### config.mk
export PLATFORM = sky130hd
export DESIGN_NAME = lidar_sector_dropout_detector
export DESIGN_NICKNAME = d
export VERILOG_FILES = /design/src/sv/lsdd_pkg.sv /design/src/sv/lidar_sector_dropout_detector.sv /design/src/sv/lsdd_queue.sv /design/src/sv/lsdd_cordic.sv /design/src/sv/lsdd_frame.sv
export SDC_FILE = /design/constraint.sdc
export NUM_CORES = 2
export LEC_CHECK = 0
export BUFFER_PORTS_ARGS = -buffer_cell sky130_fd_sc_hd__buf_2
export CORE_MARGIN = 4
export CORE_UTILIZATION = 55
export DETAILED_ROUTE_END_ITERATION = 8
export PLACE_DENSITY = 0.74
export SLEW_MARGIN = 15
export SYNTH_ARGS = -nofsm -noshare
export SYNTH_HDL_FRONTEND = slang
export SYNTH_SLANG_ARGS = --single-unit
### constraint.sdc
create_clock -name clk -period 7.34 [get_ports clk]
set_input_delay 1.101 -clock clk [delete_from_list [all_inputs] [get_ports clk]]
set_output_delay 1.101 -clock clk [all_outputs]
set_load 0.005 [all_outputs]
### src/sv/lsdd_pkg.sv
// ----------------------------------------------------------------------------
// LiDAR sector dropout detector package
// Shared constants, payload types, state encodings and small helper functions.
// ----------------------------------------------------------------------------
package lsdd_pkg;

  localparam int SECTORS      = 32;
  localparam int ANGLE_BITS   = 16;
  localparam int SECT_W       = $clog2(SECTORS);
  localparam int KW           = SECT_W + 1;
  localparam int HALF         = (SECTORS + 1) / 2;
  localparam int IDX_W        = 6;
  localparam int CNT_W        = 16;
  localparam int TOT_W        = 20;
  localparam int MAP_W        = 20;
  localparam int COORD_W      = 16;
  localparam int CORD_W       = 36;
  localparam int ACC_W        = 32;
  localparam int CORDIC_ITERS = 16;
  localparam int ITER_W       = 4;
  localparam int CFG_W        = 16;
  localparam int CFG_IDX_W    = 2;
  localparam int RATIO_W      = 9;
  localparam int THR_W        = 7;
  localparam int COV_W        = 9;
  localparam int QUOT_W       = 8;
  localparam int DIVC_W       = 4;
  localparam int RM_W         = CNT_W + RATIO_W;
  localparam int Q_DEPTH      = 2;
  localparam int Q_PTR_W      = 1;

  localparam logic [CNT_W-1:0] CNT_MAX = {CNT_W{1'b1}};
  localparam logic [TOT_W-1:0] TOT_MAX = {TOT_W{1'b1}};

  localparam logic OP_POINT = 1'b0;
  localparam logic OP_EOF   = 1'b1;

  localparam logic [CFG_IDX_W-1:0] CFG_MIN_POINTS    = 2'd0;
  localparam logic [CFG_IDX_W-1:0] CFG_PARTIAL_RATIO = 2'd1;
  localparam logic [CFG_IDX_W-1:0] CFG_GAP_THRESHOLD = 2'd2;

  typedef struct packed {
    logic                      opcode;
    logic signed [COORD_W-1:0] point_x;
    logic signed [COORD_W-1:0] point_y;
    logic [MAP_W-1:0]          map_count;
  } item_t;

  typedef struct packed {
    logic [CNT_W-1:0]   min_points;
    logic [RATIO_W-1:0] ratio;
    logic [THR_W-1:0]   gap_thr;
  } cfg_t;

  typedef struct packed {
    logic [IDX_W-1:0] sector_index;
    logic             sector_state;
    logic [COV_W-1:0] coverage_q8;
    logic [CNT_W-1:0] sector_points;
    logic             frame_incomplete;
    logic             front_blind;
    logic             rear_blind;
    logic [TOT_W-1:0] frame_points;
    logic [MAP_W-1:0] map_points;
    logic             last_sector;
  } result_t;

  typedef enum logic [3:0] {
    ST_IDLE, ST_ANGLE, ST_BIN_RD, ST_BIN_WR, ST_EOF_SETUP, ST_CHK_RD, ST_CHK_EV,
    ST_SCAN, ST_DECIDE, ST_EM_RD, ST_EM_DIV, ST_EM_OUT
  } frame_state_t;

  typedef enum logic [1:0] {C_IDLE, C_ITER, C_FIN} cord_state_t;

  // Front hemisphere: sector center within +-pi/2.
  function automatic logic is_front(logic [SECT_W-1:0] s);
    int d;
    d = 4 * int'(s) + 2 - 2 * SECTORS;
    if (d < 0) d = -d;
    return d <= SECTORS;
  endfunction

  // Position of a sector in the rear scan order, which starts at sector HALF.
  function automatic logic [KW-1:0] rear_pos(logic [SECT_W-1:0] s);
    logic [KW-1:0] se;
    se = KW'(s);
    if (se >= KW'(HALF)) return se - KW'(HALF);
    return se + KW'(SECTORS - HALF);
  endfunction

  // Sector visited at step k of the rear scan.
  function automatic logic [SECT_W-1:0] rear_sector(logic [KW-1:0] k);
    logic [KW:0] t;
    t = {1'b0, k} + (KW+1)'(HALF);
    if (t >= (KW+1)'(SECTORS)) t = t - (KW+1)'(SECTORS);
    return t[SECT_W-1:0];
  endfunction

  // atan(2^-i) in 2^-32 turn units.
  function automatic logic [ACC_W-1:0] atan_lut(logic [ITER_W-1:0] i);
    logic [ACC_W-1:0] v;
    case (i)
      4'd0:  v = 32'h2000_0000;
      4'd1:  v = 32'h12E4_051E;
      4'd2:  v = 32'h09FB_385B;
      4'd3:  v = 32'h0511_11D4;
      4'd4:  v = 32'h028B_0D43;
      4'd5:  v = 32'h0145_D7E1;
      4'd6:  v = 32'h00A2_F61E;
      4'd7:  v = 32'h0051_7C55;
      4'd8:  v = 32'h0028_BE53;
      4'd9:  v = 32'h0014_5F2F;
      4'd10: v = 32'h000A_2F98;
      4'd11: v = 32'h0005_17CC;
      4'd12: v = 32'h0002_8BE6;
      4'd13: v = 32'h0001_45F3;
      4'd14: v = 32'h0000_A2FA;
      default: v = 32'h0000_517D;
    endcase
    return v;
  endfunction

endpackage

### src/sv/lidar_sector_dropout_detector.sv
// ----------------------------------------------------------------------------
// LiDAR sector dropout detector
// Bins planar points by bearing and reports per-sector coverage and dropouts.
// ----------------------------------------------------------------------------
// Usage: the input channel (in_valid / in_stall) carries one item per
// transfer. An item with opcode zero is a point; its bearing is found by a
// 16-iteration CORDIC and the point is counted in one of SECTORS sectors.
// An item with opcode one ends the frame: the block then emits SECTORS
// results on the output channel (out_valid / out_stall), sector zero first,
// with last_sector set on the final one, and clears all counters.
// A two-entry queue sits in front of the frame engine, so up to two items
// are taken while the engine is busy or the output is stalled.
// A point occupies the engine through the CORDIC iterations and a memory
// read-modify-write. An end of frame runs a check pass and two hemisphere
// scans over the sector memory, then an 8-step coverage division per sector.
// A stalled output holds its result and the engine waits on it.
// Configuration is written through cfg_we / cfg_index / cfg_wdata while the
// block is idle. Reset (rst_n low, synchronous) restores the default
// registers and empties the frame; the sector memory needs no clearing pass.
// ----------------------------------------------------------------------------
module lidar_sector_dropout_detector import lsdd_pkg::*; (
  input  logic                      clk,
  input  logic                      rst_n,
  input  logic                      in_valid,
  output logic                      in_stall,
  input  logic                      in_opcode,
  input  logic signed [COORD_W-1:0] in_point_x,
  input  logic signed [COORD_W-1:0] in_point_y,
  input  logic [MAP_W-1:0]          in_map_count,
  output logic                      out_valid,
  input  logic                      out_stall,
  output logic [IDX_W-1:0]          out_sector_index,
  output logic                      out_sector_state,
  output logic [COV_W-1:0]          out_coverage_q8,
  output logic [CNT_W-1:0]          out_sector_points,
  output logic                      out_frame_incomplete,
  output logic                      out_front_blind,
  output logic                      out_rear_blind,
  output logic [TOT_W-1:0]          out_frame_points,
  output logic [MAP_W-1:0]          out_map_points,
  output logic                      out_last_sector,
  input  logic                      cfg_we,
  input  logic [CFG_IDX_W-1:0]      cfg_index,
  input  logic [CFG_W-1:0]          cfg_wdata
);

  cfg_t    cfg_r;
  item_t   in_item, q_item;
  logic    q_valid, q_pop;
  result_t res;

  // Configuration registers; writes to unused indexes are ignored.
  always_ff @(posedge clk) begin
    if (!rst_n) begin
      cfg_r.min_points <= CNT_W'(10);
      cfg_r.ratio      <= RATIO_W'(128);
      cfg_r.gap_thr    <= THR_W'(3);
    end else if (cfg_we) begin
      unique case (cfg_index)
        CFG_MIN_POINTS:    cfg_r.min_points <= cfg_wdata;
        CFG_PARTIAL_RATIO: cfg_r.ratio      <= cfg_wdata[RATIO_W-1:0];
        CFG_GAP_THRESHOLD: cfg_r.gap_thr    <= cfg_wdata[THR_W-1:0];
        default: ;
      endcase
    end
  end

  assign in_item.opcode    = in_opcode;
  assign in_item.point_x   = in_point_x;
  assign in_item.point_y   = in_point_y;
  assign in_item.map_count = in_map_count;

  lsdd_queue u_queue (
    .clk      (clk),
    .rst_n    (rst_n),
    .wr_valid (in_valid),
    .wr_stall (in_stall),
    .wr_item  (in_item),
    .rd_valid (q_valid),
    .rd_pop   (q_pop),
    .rd_item  (q_item)
  );

  lsdd_frame u_frame (
    .clk       (clk),
    .rst_n     (rst_n),
    .q_item    (q_item),
    .q_valid   (q_valid),
    .q_pop     (q_pop),
    .cfg       (cfg_r),
    .out_res   (res),
    .out_valid (out_valid),
    .out_stall (out_stall)
  );

  assign out_sector_index     = res.sector_index;
  assign out_sector_state     = res.sector_state;
  assign out_coverage_q8      = res.coverage_q8;
  assign out_sector_points    = res.sector_points;
  assign out_frame_incomplete = res.frame_incomplete;
  assign out_front_blind      = res.front_blind;
  assign out_rear_blind       = res.rear_blind;
  assign out_frame_points     = res.frame_points;
  assign out_map_points       = res.map_points;
  assign out_last_sector      = res.last_sector;

endmodule

### src/sv/lsdd_queue.sv
// ----------------------------------------------------------------------------
// LiDAR sector dropout detector input queue
// Two-entry queue that decouples input acceptance from frame processing.
// ----------------------------------------------------------------------------
module lsdd_queue import lsdd_pkg::*; (
  input  logic  clk,
  input  logic  rst_n,
  input  logic  wr_valid,
  output logic  wr_stall,
  input  item_t wr_item,
  output logic  rd_valid,
  input  logic  rd_pop,
  output item_t rd_item
);

  item_t               entry_r [Q_DEPTH];
  logic [Q_PTR_W-1:0]  wr_ptr_r, rd_ptr_r;
  logic [Q_PTR_W:0]    count_r;
  logic                push, pop;

  assign wr_stall = (count_r == (Q_PTR_W+1)'(Q_DEPTH));
  assign rd_valid = (count_r != '0);
  assign rd_item  = entry_r[rd_ptr_r];
  assign push     = wr_valid && !wr_stall;
  assign pop      = rd_pop && rd_valid;

  always_ff @(posedge clk) begin
    if (push) begin
      entry_r[wr_ptr_r] <= wr_item;
    end
  end

  always_ff @(posedge clk) begin
    if (!rst_n) begin
      wr_ptr_r <= '0;
      rd_ptr_r <= '0;
      count_r  <= '0;
    end else begin
      if (push) wr_ptr_r <= wr_ptr_r + 1'b1;
      if (pop) rd_ptr_r <= rd_ptr_r + 1'b1;
      if (push && !pop) count_r <= count_r + 1'b1;
      else if (pop && !push) count_r <= count_r - 1'b1;
    end
  end

endmodule

### src/sv/lsdd_cordic.sv
// ----------------------------------------------------------------------------
// LiDAR sector dropout detector angle unit
// Iterative vectoring CORDIC, one iteration per cycle, giving the sector.
// ----------------------------------------------------------------------------
module lsdd_cordic import lsdd_pkg::*; (
  input  logic                      clk,
  input  logic                      rst_n,
  input  logic                      start,
  input  logic signed [COORD_W-1:0] x,
  input  logic signed [COORD_W-1:0] y,
  output logic                      done,
  output logic [SECT_W-1:0]         sector
);

  localparam int PROD_W = ANGLE_BITS + KW;

  cord_state_t              state_r, state_nxt;
  logic signed [CORD_W-1:0] xr_r, yr_r, xs, ys, dx, dy;
  logic [ACC_W-1:0]         acc_r, u;
  logic [ITER_W-1:0]        it_r;
  logic                     yzero_r, xneg_r, ypos_r, yneg_r;
  logic [SECT_W-1:0]        sector_r;
  logic [ANGLE_BITS-1:0]    b;
  logic [PROD_W-1:0]        prod;
  logic [KW-1:0]            s_raw;

  always_comb begin
    state_nxt = state_r;
    unique case (state_r)
      C_IDLE:  if (start) state_nxt = C_ITER;
      C_ITER:  if (it_r == ITER_W'(CORDIC_ITERS - 1)) state_nxt = C_FIN;
      C_FIN:   state_nxt = C_IDLE;
      default: state_nxt = C_IDLE;
    endcase
  end

  always_comb begin
    done   = (state_r == C_FIN);
    sector = sector_r;
  end

  assign xs = {{(CORD_W-COORD_W-16){x[COORD_W-1]}}, x, 16'b0};
  assign ys = {{(CORD_W-COORD_W-16){y[COORD_W-1]}}, y, 16'b0};
  assign dx = yr_r >>> it_r;
  assign dy = xr_r >>> it_r;

  // Final angle plus pi, with the axis case and the half-plane guard.
  always_comb begin
    u = acc_r + 32'h8000_0000;
    if (yzero_r) begin
      u = xneg_r ? 32'hFFFF_FFFF : 32'h8000_0000;
    end else if (ypos_r && u <= 32'h8000_0000) begin
      u = (u < 32'h4000_0000) ? 32'hFFFF_FFFF : 32'h8000_0001;
    end else if (yneg_r && u >= 32'h8000_0000) begin
      u = (u >= 32'hC000_0000) ? 32'h0000_0000 : 32'h7FFF_FFFF;
    end
    b     = u[ACC_W-1 -: ANGLE_BITS];
    prod  = PROD_W'(b) * PROD_W'(SECTORS);
    s_raw = prod[ANGLE_BITS +: KW];
    if (s_raw >= KW'(SECTORS)) s_raw = KW'(SECTORS - 1);
  end

  always_ff @(posedge clk) begin
    if (!rst_n) begin
      state_r <= C_IDLE;
    end else begin
      state_r <= state_nxt;
    end
  end

  always_ff @(posedge clk) begin
    unique case (state_r)
      C_IDLE: begin
        if (start) begin
          it_r    <= '0;
          yzero_r <= (y == '0);
          xneg_r  <= x[COORD_W-1];
          ypos_r  <= !y[COORD_W-1] && (y != '0);
          yneg_r  <= y[COORD_W-1];
          if (x[COORD_W-1]) begin
            xr_r  <= -xs;
            yr_r  <= -ys;
            acc_r <= 32'h8000_0000;
          end else begin
            xr_r  <= xs;
            yr_r  <= ys;
            acc_r <= '0;
          end
        end
      end
      C_ITER: begin
        it_r <= it_r + 1'b1;
        if (!yr_r[CORD_W-1]) begin
          xr_r  <= xr_r + dx;
          yr_r  <= yr_r - dy;
          acc_r <= acc_r + atan_lut(it_r);
        end else begin
          xr_r  <= xr_r - dx;
          yr_r  <= yr_r + dy;
          acc_r <= acc_r - atan_lut(it_r);
        end
      end
      C_FIN: sector_r <= s_raw[SECT_W-1:0];
      default: ;
    endcase
  end

endmodule

### src/sv/lsdd_frame.sv
// ----------------------------------------------------------------------------
// LiDAR sector dropout detector frame engine
// Bins points into the sector memory and runs the end-of-frame passes.
// ----------------------------------------------------------------------------
module lsdd_frame import lsdd_pkg::*; (
  input  logic    clk,
  input  logic    rst_n,
  input  item_t   q_item,
  input  logic    q_valid,
  output logic    q_pop,
  input  cfg_t    cfg,
  output result_t out_res,
  output logic    out_valid,
  input  logic    out_stall
);

  frame_state_t      state_r, state_nxt;
  logic [KW-1:0]     k_r;
  logic              k_last;

  logic              cord_start, cord_done;
  logic [SECT_W-1:0] cord_sector;

  logic [CNT_W-1:0]  bins_mem [SECTORS];
  logic [CNT_W-1:0]  rd_data_r, cnt_rd, cnt_inc, cmin;
  logic              rd_vld_r;
  logic [SECTORS-1:0] valid_r;
  logic [SECT_W-1:0] rd_addr;
  logic              wr_en;

  logic [TOT_W-1:0]  total_r, front_r, rear_r;
  logic [CNT_W-1:0]  m_r, m_eff;
  logic [RM_W-1:0]   rm_r;
  logic              partial_r, empty_r, fdrop_r, rdrop_r;
  logic [MAP_W-1:0]  map_r;

  logic              hemi_front_r;
  logic [KW-1:0]     cur_r, best_r, start_r, fbest_r, fstart_r;
  logic [KW-1:0]     cur_nxt, best_nxt, start_nxt;
  logic [SECT_W-1:0] s_scan, e_sec;
  logic              incl;

  logic [DIVC_W-1:0] div_cnt_r;
  logic [CNT_W:0]    rem_r, rem2;
  logic [QUOT_W-1:0] quot_r;
  logic              sat_r, fdrop, rdrop, in_f, in_r, slot_free;
  logic [CNT_W-1:0]  cnt_cur_r;
  logic [KW-1:0]     e_pos;
  logic              e_front;

  result_t           out_res_r;
  logic              out_valid_r;

  lsdd_cordic u_cordic (
    .clk    (clk),
    .rst_n  (rst_n),
    .start  (cord_start),
    .x      (q_item.point_x),
    .y      (q_item.point_y),
    .done   (cord_done),
    .sector (cord_sector)
  );

  assign k_last    = (k_r == KW'(SECTORS - 1));
  assign slot_free = !out_valid_r || !out_stall;
  assign out_valid = out_valid_r;
  assign out_res   = out_res_r;
  assign m_eff     = (cfg.min_points == '0) ? CNT_W'(1) : cfg.min_points;
  assign cnt_rd    = rd_vld_r ? rd_data_r : '0;
  assign cnt_inc   = (cnt_rd == CNT_MAX) ? cnt_rd : cnt_rd + 1'b1;
  assign cmin      = (cnt_rd < m_r) ? cnt_rd : m_r;
  assign rem2      = {rem_r[CNT_W-1:0], 1'b0};

  // Next state.
  always_comb begin
    state_nxt = state_r;
    unique case (state_r)
      ST_IDLE:      if (q_valid) state_nxt = (q_item.opcode == OP_EOF) ? ST_EOF_SETUP
                                                                       : ST_ANGLE;
      ST_ANGLE:     if (cord_done) state_nxt = ST_BIN_RD;
      ST_BIN_RD:    state_nxt = ST_BIN_WR;
      ST_BIN_WR:    state_nxt = ST_IDLE;
      ST_EOF_SETUP: state_nxt = ST_CHK_RD;
      ST_CHK_RD:    state_nxt = ST_CHK_EV;
      ST_CHK_EV:    if (k_last) state_nxt = ST_SCAN; else state_nxt = ST_CHK_RD;
      ST_SCAN:      if (k_last && !hemi_front_r) state_nxt = ST_DECIDE;
      ST_DECIDE:    state_nxt = ST_EM_RD;
      ST_EM_RD:     state_nxt = ST_EM_DIV;
      ST_EM_DIV:    if (div_cnt_r == DIVC_W'(QUOT_W)) state_nxt = ST_EM_OUT;
      ST_EM_OUT:    if (slot_free) state_nxt = k_last ? ST_IDLE : ST_EM_RD;
      default:      state_nxt = ST_IDLE;
    endcase
  end

  // Control outputs.
  always_comb begin
    q_pop      = (state_r == ST_IDLE) && q_valid;
    cord_start = (state_r == ST_IDLE) && q_valid && (q_item.opcode == OP_POINT);
    wr_en      = (state_r == ST_BIN_WR);
    rd_addr    = (state_r == ST_BIN_RD || state_r == ST_BIN_WR) ? cord_sector
                                                                 : k_r[SECT_W-1:0];
  end

  // Run tracking over the current hemisphere's scan order.
  always_comb begin
    s_scan    = hemi_front_r ? k_r[SECT_W-1:0] : rear_sector(k_r);
    incl      = (is_front(s_scan) == hemi_front_r);
    cur_nxt   = cur_r;
    best_nxt  = best_r;
    start_nxt = start_r;
    if (incl) begin
      if (!valid_r[s_scan]) begin
        cur_nxt = cur_r + 1'b1;
        if (cur_nxt > best_r) begin
          best_nxt  = cur_nxt;
          start_nxt = k_r - cur_r;
        end
      end else begin
        cur_nxt = '0;
      end
    end
  end

  // Dropout decision and per-sector missing mark.
  always_comb begin
    fdrop   = ({front_r, 1'b0} < {1'b0, ((rear_r == '0) ? TOT_W'(1) : rear_r)})
              && (32'(fbest_r) >= 32'(cfg.gap_thr));
    rdrop   = ({rear_r, 1'b0} < {1'b0, ((front_r == '0) ? TOT_W'(1) : front_r)})
              && (32'(best_r) >= 32'(cfg.gap_thr));
    e_sec   = k_r[SECT_W-1:0];
    e_front = is_front(e_sec);
    e_pos   = e_front ? KW'(e_sec) : rear_pos(e_sec);
    in_f    = fdrop_r && e_front && ({1'b0, e_pos} >= {1'b0, fstart_r})
              && ({1'b0, e_pos} < ({1'b0, fstart_r} + {1'b0, fbest_r}));
    in_r    = rdrop_r && !e_front && ({1'b0, e_pos} >= {1'b0, start_r})
              && ({1'b0, e_pos} < ({1'b0, start_r} + {1'b0, best_r}));
  end

  // Sector count memory with registered read.
  always_ff @(posedge clk) begin
    if (wr_en) begin
      bins_mem[rd_addr] <= cnt_inc;
    end
    rd_data_r <= bins_mem[rd_addr];
  end

  always_ff @(posedge clk) begin
    if (!rst_n) begin
      state_r     <= ST_IDLE;
      valid_r     <= '0;
      total_r     <= '0;
      front_r     <= '0;
      rear_r      <= '0;
      out_valid_r <= 1'b0;
    end else begin
      state_r  <= state_nxt;
      rd_vld_r <= valid_r[rd_addr];
      // A new result replaces the one that is leaving in the same cycle.
      if (state_r == ST_EM_OUT && slot_free) out_valid_r <= 1'b1;
      else if (out_valid_r && !out_stall) out_valid_r <= 1'b0;
      unique case (state_r)
        ST_IDLE: begin
          if (q_valid && q_item.opcode == OP_EOF) map_r <= q_item.map_count;
        end
        ST_BIN_WR: begin
          valid_r[cord_sector] <= 1'b1;
          if (total_r != TOT_MAX) total_r <= total_r + 1'b1;
          if (is_front(cord_sector)) begin
            if (front_r != TOT_MAX) front_r <= front_r + 1'b1;
          end else if (rear_r != TOT_MAX) begin
            rear_r <= rear_r + 1'b1;
          end
        end
        ST_EOF_SETUP: begin
          m_r       <= m_eff;
          rm_r      <= {{CNT_W{1'b0}}, cfg.ratio} * {{RATIO_W{1'b0}}, m_eff};
          empty_r   <= (total_r == '0);
          partial_r <= 1'b0;
          k_r       <= '0;
        end
        ST_CHK_EV: begin
          if (cnt_rd == '0 || RM_W'({cmin, 8'b0}) < rm_r) partial_r <= 1'b1;
          if (k_last) begin
            k_r          <= '0;
            hemi_front_r <= 1'b1;
            cur_r        <= '0;
            best_r       <= '0;
            start_r      <= '0;
          end else begin
            k_r <= k_r + 1'b1;
          end
        end
        ST_SCAN: begin
          if (k_last) begin
            k_r <= '0;
            if (hemi_front_r) begin
              fbest_r      <= best_nxt;
              fstart_r     <= start_nxt;
              hemi_front_r <= 1'b0;
              cur_r        <= '0;
              best_r       <= '0;
              start_r      <= '0;
            end else begin
              best_r  <= best_nxt;
              start_r <= start_nxt;
            end
          end else begin
            k_r     <= k_r + 1'b1;
            cur_r   <= cur_nxt;
            best_r  <= best_nxt;
            start_r <= start_nxt;
          end
        end
        ST_DECIDE: begin
          fdrop_r <= fdrop || empty_r;
          rdrop_r <= rdrop || empty_r;
          if (fdrop || rdrop || empty_r) partial_r <= 1'b1;
          k_r <= '0;
        end
        ST_EM_RD: div_cnt_r <= '0;
        ST_EM_DIV: begin
          div_cnt_r <= div_cnt_r + 1'b1;
          if (div_cnt_r == '0) begin
            cnt_cur_r <= cnt_rd;
            sat_r     <= (cnt_rd >= m_r);
            rem_r     <= {1'b0, cnt_rd};
            quot_r    <= '0;
          end else if (rem2 >= {1'b0, m_r}) begin
            rem_r  <= rem2 - {1'b0, m_r};
            quot_r <= {quot_r[QUOT_W-2:0], 1'b1};
          end else begin
            rem_r  <= rem2;
            quot_r <= {quot_r[QUOT_W-2:0], 1'b0};
          end
        end
        ST_EM_OUT: begin
          if (slot_free) begin
            out_res_r.sector_index      <= IDX_W'(e_sec);
            out_res_r.sector_state      <= empty_r || in_f || in_r;
            out_res_r.coverage_q8       <= sat_r ? COV_W'(256) : {1'b0, quot_r};
            out_res_r.sector_points     <= cnt_cur_r;
            out_res_r.frame_incomplete  <= partial_r;
            out_res_r.front_blind       <= fdrop_r;
            out_res_r.rear_blind        <= rdrop_r;
            out_res_r.frame_points      <= total_r;
            out_res_r.map_points        <= map_r;
            out_res_r.last_sector       <= k_last;
            if (k_last) begin
              valid_r <= '0;
              total_r <= '0;
              front_r <= '0;
              rear_r  <= '0;
            end else begin
              k_r <= k_r + 1'b1;
            end
          end
        end
        default: ;
      endcase
    end
  end

endmodule

==> reports/qor.yml <==
outcome: "complete, no violations"
power_mw: 31.39
ys_seq_elements: 1140
slew_viol_final: 0
tns_ns: 0
yosys-top-cells-count: "958 x edfxtp_1, 438 x nor2_1, 399 x nand2_1"
p_leak_nw: 27.01
grt_pass1_wl_um: 254100
dp_hpwl_um: 109800
clock_skew_ns: 0.06687
final_core_util: 0.6126
maxCapViolations: 0
post-route-drc-count: 0
syn_area_per_cell_sq_um: 11.86
arrival_ns: 7.07
setup_viol: 0
synth_area_leaders: "edfxtp_1 45%, mux4_2 7.3%, ha_1 6.3%"
yosysUniqueCellTypes: 97
hold_path_startpoint: "u_frame.map_r[9]"
p_sw_mw: 12.99
whs_path_depth: 0
power_density_mw_per_mm2: 440.3
clk_pin_slew_ns: 0.07
die_h_um: 350.6
timing.rr.start: "u_frame.u_cordic.it_r[0]"
syn_inst: 5444
gp_congestion: 0.9062
synth-edff-count: 958
dp_cells: 6975
cp-startpoint: "u_frame.u_cordic.it_r[0]"
grt.total_usage: 0.2632
dpl_cell_area_sq_mm: 0.06724
dr.first_iter.drc_count: 4684
synth_top_cell_by_area: "edfxtp_1"
grt_pass1_vias: 44423
htreeDepth: 3
fin_cells: 7198
async_flop_share: 0
ff2ff_path_depth: 17
min_path_type: "flop to flop"
relSlewSlack: 0.2139
dieWidth_um: 350.6
fin_nets: 6077
io_pins: 154
setup.worst_path.end_class: "flop"
p_seq_frac: 0.288
synth.yosys.seq_area_share: 0.5019
synthToLayoutAreaGrowth_pct: 10.40
clock_latency_ns: 0.75
p_clk_frac: 0.195
synth_area_sq_mm: 0.06457
cts_buffer_depth: 3
peakVddDrop_v: 0.0003654
via_count: 44712
switching_share: 0.4137
whs_ns: 0.4164
timing.final.ws_setup_ns: 0.7086
wirelength_um: 161800
post-synth-top-count-cell: "edfxtp_1"
drive_gt1_frac: 0.1423
combinationalPowerShare: 0.517
drt-wirelength-per-cell_um: 22.48
root_buffer: "clkbuf_16"
postLayoutCellArea_sq_mm: 0.07129
dp_worst_setup_slack_ns: 0.5905
ys.flop_type: "edfxtp_1"
yosys_warnings: 0
overflow: 0
start_kind: "flop"
ant_nets: 0
worst_pin_slew_ns: 1.178
fmax_mhz: 150.8
cts_sinks: 1140
cp_max_fo: 11
cts_tree: "built"
netlist.area_leader.share: 0.4455
cts_buffers: 116
via_per_inst: 6.212
worstSetupPathType: "flop to flop"
row_count: 125
hold_viol_final: 0
grt_max_degree: 139
rsz0062_at_grt: "false"
period_needed_ns: 6.631
antenna_found_initial: 8
post-route-period-util: 0.9035
p_int_mw: 18.40
start_util: 0.5549
first_pass_iters: 6
port_buffers: 152
cp.required_ns: 7.78
dieArea_sq_mm: 0.1229
core_sq_mm: 0.1164
fillCellCount: 8966
==> path summary, 6_finish.rpt <==
kind / end / slack (ns)
worst max-delay path: u_frame.u_cordic.yr_r[28] / 0.71
worst min-delay path: u_frame.out_res[10] / 0.42
worst max register to register: u_frame.u_cordic.yr_r[28] / 0.71
worst min register to register: u_frame.out_res[10] / 0.42
==> routing by layer <==
metal | vias to the layer above | part of all wire | track usage
met5 | - | 0.00013 | 0
met4 | 4 | 0.031 | 0.08151
met3 | 339 | 0.088 | 0.04768
met2 | 2067 | 0.47 | 0.4297
met1 | 21827 | 0.41 | 0.3617
li1 | 20475 | - | -
==> state kept, by name, indices dropped and copies added, names as in the netlist, 20 cells and up, named ones only <==
register                flops
u_frame.bins_mem          512
u_frame.rear_r             20
u_frame.u_cordic.acc_r     32
u_frame.rm_r               25
u_frame.front_r            20
u_frame.valid_r            32
u_frame.out_res            75
u_frame.map_r              20
u_frame.u_cordic.yr_r      36
u_queue.entry_r           106
u_frame.u_cordic.xr_r      36
cfg_r                      32
u_frame.total_r            20
==> cell families (layout without fill, tap and decap cells) <==
| logic type | Yosys count | in the layout | share of synthesized area |
|---|---|---|---|
| xor+xnor | 295 | 295 | 0.04001 |
| fa+ha+maj | 431 | 431 | 0.09584 |
| mux | 417 | 417 | 0.1093 |
| other cells | 1 | 8 | 0.00005808 |
| compound gates | 1028 | 1028 | 0.1017 |
| flops | 1140 | 1140 | 0.5019 |
| buf+inv | 588 | 811 | 0.03567 |
| simple gates | 1544 | 1544 | 0.1155 |
==> what timing repair did <==
item,CTS,global route
hold buffers,0,0
setup buffers,0,1
gates resized for setup,0,1
setup endpoints to repair,0,5
==> power groups by stage <==
stage	clock [mW]	sequential, mW	combinational (mW)
3_3_place_gp	0	9.11	15.7
6_report	6.13	9.03	16.2
3_5_place_dp	0	9.12	15.9
2_1_floorplan	0	8.62	12.7
4_1_cts	6.23	9.00	16.0
5_1_grt	6.54	9.08	17.9
==> worst max-delay path, cell delays in order (launching register included) <==
cell	delay [ns]
edfxtp_1	0.68
mux4_1	0.74
mux4_2	0.52
a2111oi_2	0.49
nand3_1	0.21
nor2b_1	0.42
a21oi_1	0.15
xnor2_1	0.16
ha_1	0.36
and3_1	0.24
a221oi_1	0.28
a21boi_0	0.30
o21ai_0	0.33
a211oi_1	0.38
nor2_1	0.12
a221oi_1	0.51
o21ai_0	0.17
a221o_1	0.32
==> layout make-up <==
cell class	count	area [sq um]	share of cell area
Clock inverter	74	892.1	0.01251
Inverter	327	1230	0.01725
Tap cell	1524	1907	0.02675
Antenna cell	3	7.507	0.0001053
Clock buffer	145	3104	0.04355
Sequential cell	1140	32410	0.4547
Multi-Input combinational cell	3720	30090	0.4221
Timing Repair Buffer	265	1638	0.02298
==> placed cells by master, fill, tap and decap left out, drive strengths merged, types with 63 or more instances in the layout <==
master    n
a21o     94
a21oi   323
and2    118
buf     264
clkbuf  146
dfxtp   182
edfxtp  958
fa      106
ha      325
inv     333
mux2     72
mux2i   125
mux4    220
nand2   399
nand3   105
nand4    63
nor2    438
nor2b    95
nor3     91
o21ai   181
xnor2   197
xor2     98
No activity file was read; power rests on OpenSTA's default activity.
